$ cat src/rtl/core/v3n_pkg.sv
// ---------------------------------------------------------------------------
// v3n_pkg: shared types and constants for the vector normalizer
// Word layouts, datapath widths and pipeline depths.
// ---------------------------------------------------------------------------
package v3n_pkg;

  localparam int IN_W          = 32;
  localparam int OUT_FRAC_BITS = 30;
  localparam int OUT_W         = OUT_FRAC_BITS + 2;

  // Squares and their sum
  localparam int SQ_W  = 2 * IN_W;
  localparam int SUM_W = SQ_W + 2;

  // Long division sq * 4^(F+1) / sum, one quotient bit per stage
  localparam int DIV_STEPS = 2 * OUT_FRAC_BITS + 3;
  localparam int QUO_W     = DIV_STEPS;
  localparam int REM_W     = SUM_W + 1;

  // Integer square root of the quotient, one root bit per stage
  localparam int SQRT_STEPS = (QUO_W + 1) / 2;
  localparam int SQIN_W     = 2 * SQRT_STEPS;
  localparam int SREM_W     = SQRT_STEPS + 2;

  // Lane depth, and input-to-strobe latency of the whole block
  localparam int LANE_LAT  = DIV_STEPS + SQRT_STEPS;
  localparam int TOTAL_LAT = LANE_LAT + 3;

  localparam logic signed [OUT_W-1:0] UNIT_ONE = OUT_W'(1) << OUT_FRAC_BITS;

  typedef struct packed {
    logic signed [IN_W-1:0] comp_x;
    logic signed [IN_W-1:0] comp_y;
    logic signed [IN_W-1:0] comp_z;
  } v3n_in_t;

  typedef struct packed {
    logic signed [OUT_W-1:0] unit_x;
    logic signed [OUT_W-1:0] unit_y;
    logic signed [OUT_W-1:0] unit_z;
    logic                    zero_vector;
  } v3n_out_t;

endpackage

$ cat src/rtl/core/v3n_square.sv
// ---------------------------------------------------------------------------
// v3n_square: magnitude and square of one component
// Registers the exact square and the sign of a signed component.
// ---------------------------------------------------------------------------
module v3n_square import v3n_pkg::*; (
  input  logic                   clk,
  input  logic signed [IN_W-1:0] comp,
  output logic [SQ_W-1:0]        sq_r,
  output logic                   neg_r
);

  logic [IN_W-1:0] mag;
  logic [SQ_W-1:0] sq_nxt;

  // most negative value maps onto 2^(IN_W-1) unsigned
  assign mag    = comp[IN_W-1] ? (~comp + 1'b1) : comp;
  assign sq_nxt = SQ_W'(mag) * SQ_W'(mag);

  always_ff @(posedge clk) begin
    sq_r  <= sq_nxt;
    neg_r <= comp[IN_W-1];
  end

endmodule

$ cat config.mk
export PLATFORM = sky130hd
export DESIGN_NAME = v3n_square
export DESIGN_NICKNAME = d
export VERILOG_FILES = /design/src/rtl/core/v3n_pkg.sv /design/src/rtl/core/v3n_square.sv
export SDC_FILE = /design/constraint.sdc
export NUM_CORES = 2
export LEC_CHECK = 0
export BUFFER_PORTS_ARGS = -buffer_cell sky130_fd_sc_hd__buf_2
export CAP_MARGIN = 20
export CORE_UTILIZATION = 55
export CTS_CLUSTER_DIAMETER = 100
export CTS_CLUSTER_SIZE = 28
export DETAILED_ROUTE_END_ITERATION = 10
export PLACE_DENSITY = 0.72
export SLEW_MARGIN = 25
export SYNTH_ARGS = -nofsm -noshare
export SYNTH_HDL_FRONTEND = slang
export SYNTH_SLANG_ARGS = --single-unit
$ cat constraint.sdc
create_clock -name clk -period 22.2 [get_ports clk]
set_clock_uncertainty 0.2 [all_clocks]
set_input_delay 2.22 -clock clk [delete_from_list [all_inputs] [get_ports clk]]
set_output_delay 2.22 -clock clk [all_outputs]
set_load 0.02 [all_outputs]
==> flow_summary.yaml <==
clocking:
  cts_setup_buffers: 0
  cts_resized: 0
  numCtsBuffers: 9
  clock_sinks: 64
  cts_root_buf: "clkbuf_16"
  htreeDepth: 3
  tritoncts: "yes"
  clk_pin_slew_ps: 70
  hold_buffers: 0
  clockBufferDepth: 2
sta:
  drv_slew: 0
  fin_crit_ps: 13700
  rsz0062_at_grt: "no"
  setup_viol: 0
  worst_slew_pin_slew_ps: 1140
  finalCritPeriodShare_pct: 61.7
  finalHoldViolations: 0
  slew-limit-headroom_pct: 23.7
  max_freq_ghz: 0.0730
  tns_ps: 0
critical_path:
  cp_num_buf_inv: 7
  crit_family: "adder cells"
  crit_slowest_cell: "inv_1"
  critPathRequiredTime_ps: 22280
  path_class: "in -> reg"
  path_max_fanout: 21
  end_kind: "register"
  cp.arrival_ps: 13770
  cpMostUsedCell: "fa_1"
  crit_path_start_kind: "input pin"
  cpPeakStageDelay_ps: 720
cells_and_area:
  antenna_cells: 0
  area_growth_syn_to_layout_pct: 5.95
  nets: 4485
  seq_area_mm2: 0.00128
  final_core_utilization_pct: 59.5
  drive_above_1_share_pct: 5.86
  multi_input_area_mm2: 0.0253
  n_fill_cell: 4804
yosys:
  synth_common_cells: "inv_1, fa_1, nor2_1, ha_1, nand2_1"
  ys_ff_latch: 64
  synth_edf_count: 0
  avgSynthCellArea_um2: 9.23
  ys.flop_type: "dfxtp_1"
  synth_top_family_by_area: "adder cells"
  synth-async-reset-ratio_pct: 0
  yosysMostFrequentCell: "inv_1"
  yosys.area.top_type_share_pct: 52.2
  syn_inst: 3302
  synth.largest_area_cell: "fa_1"
  netlist_area_mm2: 0.0305
  yosys.area_share.simple_pct: 9.35
  synth_cell_types: 65
  yosys_warnings: 0
  synth_compound_area_share_pct: 5.30
  synthAdderAreaFrac_pct: 63.8
  ys_seq_area_share_pct: 4.20
  synth_area_leaders: "fa_1, inv_1, ha_1"
  synthMuxAreaShare_pct: 0.0698
  synthXorXnorAreaFrac_pct: 3.53
drt:
  ant_nets: 0
  post_drt_via_cell_ratio: 5.42
  drcViolationCount: 0
  drt_iter0_markers: 1508
  finalWirelength_um: 82200
  post_drt_wl_per_cell_um: 20.2
  num_vias: 22084
  first_pass_iters: 5
placed_design:
  dp_hpwl_um: 68400
  place_congestion: 0.975
  io_buffers: 96
global_routing:
  track_usage_pct: 31.1
  grt_max_degree: 36
  grt_antenna_before_repair: 0
  globalRouteOverflowTotal: 0
  grt_pass1_vias: 24335
  grt_pass1_wl_um: 132000
outcome:
  run_status: "complete, no violations"
job:
  maxCapViolCount: 0
floorplanning:
  die_h_um: 237
  ioPinCount: 98
  core_area_mm2: 0.0542
  dieArea_mm2: 0.0564
  start_util_pct: 56.2
  rows: 85
  die_w_um: 237
worst_hold_path:
  hold_class: "in -> reg"
[cells in the final DEF (no fill, tap or decap), drive strengths merged, types with 4 or more instances in the layout]
cell type  count
a21boi         4
clkbuf         9
or3            5
inv         1005
a211oi         5
nand2b         5
ha           283
buf          137
and3          11
or4            8
o41ai          5
nand4         18
nor3           9
a41oi          4
nor2b         10
o21a           9
clkinv        10
conb          27
dfxtp         64
xnor2         62
nor2         287
nand3b         4
a21oi         73
nand3         16
o21ai         53
nand2        283
a21o          48
a31oi          5
xor2          59
fa           795
o21bai        10
and2           7
a31o           5
o31ai         10
[stage by stage]
step           instances  hold slack [ps]  worst slack, ps  area (µm²)
6_report            4075             1980             8500       32300
5_1_grt             4075             1980             8020       32300
4_1_cts             4075             1970             8700       32300
3_5_place_dp        4059             2360             8350       32000
3_3_place_gp        4059             2350             8440       32000
2_1_floorplan       3327             2050            10220       30600
[worst paths after layout]
| kind | end | startpoint | cells past startpoint |
|---|---|---|---|
| worst max-delay path | sq_r[50] | comp[0] | 33 |
| worst min-delay path | sq_r[0] | comp[0] | 1 |
[sequential cells by signal (all words and copies together), names as in the netlist]
register and count:
neg_r 1, sq_r 63
[cell type report]
cell class	instances	area share [%]
Clock buffer	9	0.697
Inverter	1009	11.7
Clock inverter	7	0.174
Sequential cell	64	3.97
Multi-Input combinational cell	2153	78.3
Tap cell	696	2.70
Timing Repair Buffer	137	2.44
[layer usage]
metal	track usage, %	wire length (µm)
met1	37.5	29300
met2	53.3	40900
met5	0	0
met3	5.09	6220
met4	17.4	5760
[cell families (layout without fill, tap and decap cells)]
logic type,after synthesis,in the layout
muxes,2,2
adders and majority gates,1078,1078
buffers and inverters,1110,1162
AOI/OAI and AO/OA,249,249
DFF,64,64
xor gates and xnor gates,121,121
and+or+nand+nor,676,676
other,2,27
Power is not shown: default switching activity piles up to over one toggle a cycle in this logic, so the estimate is an artifact.
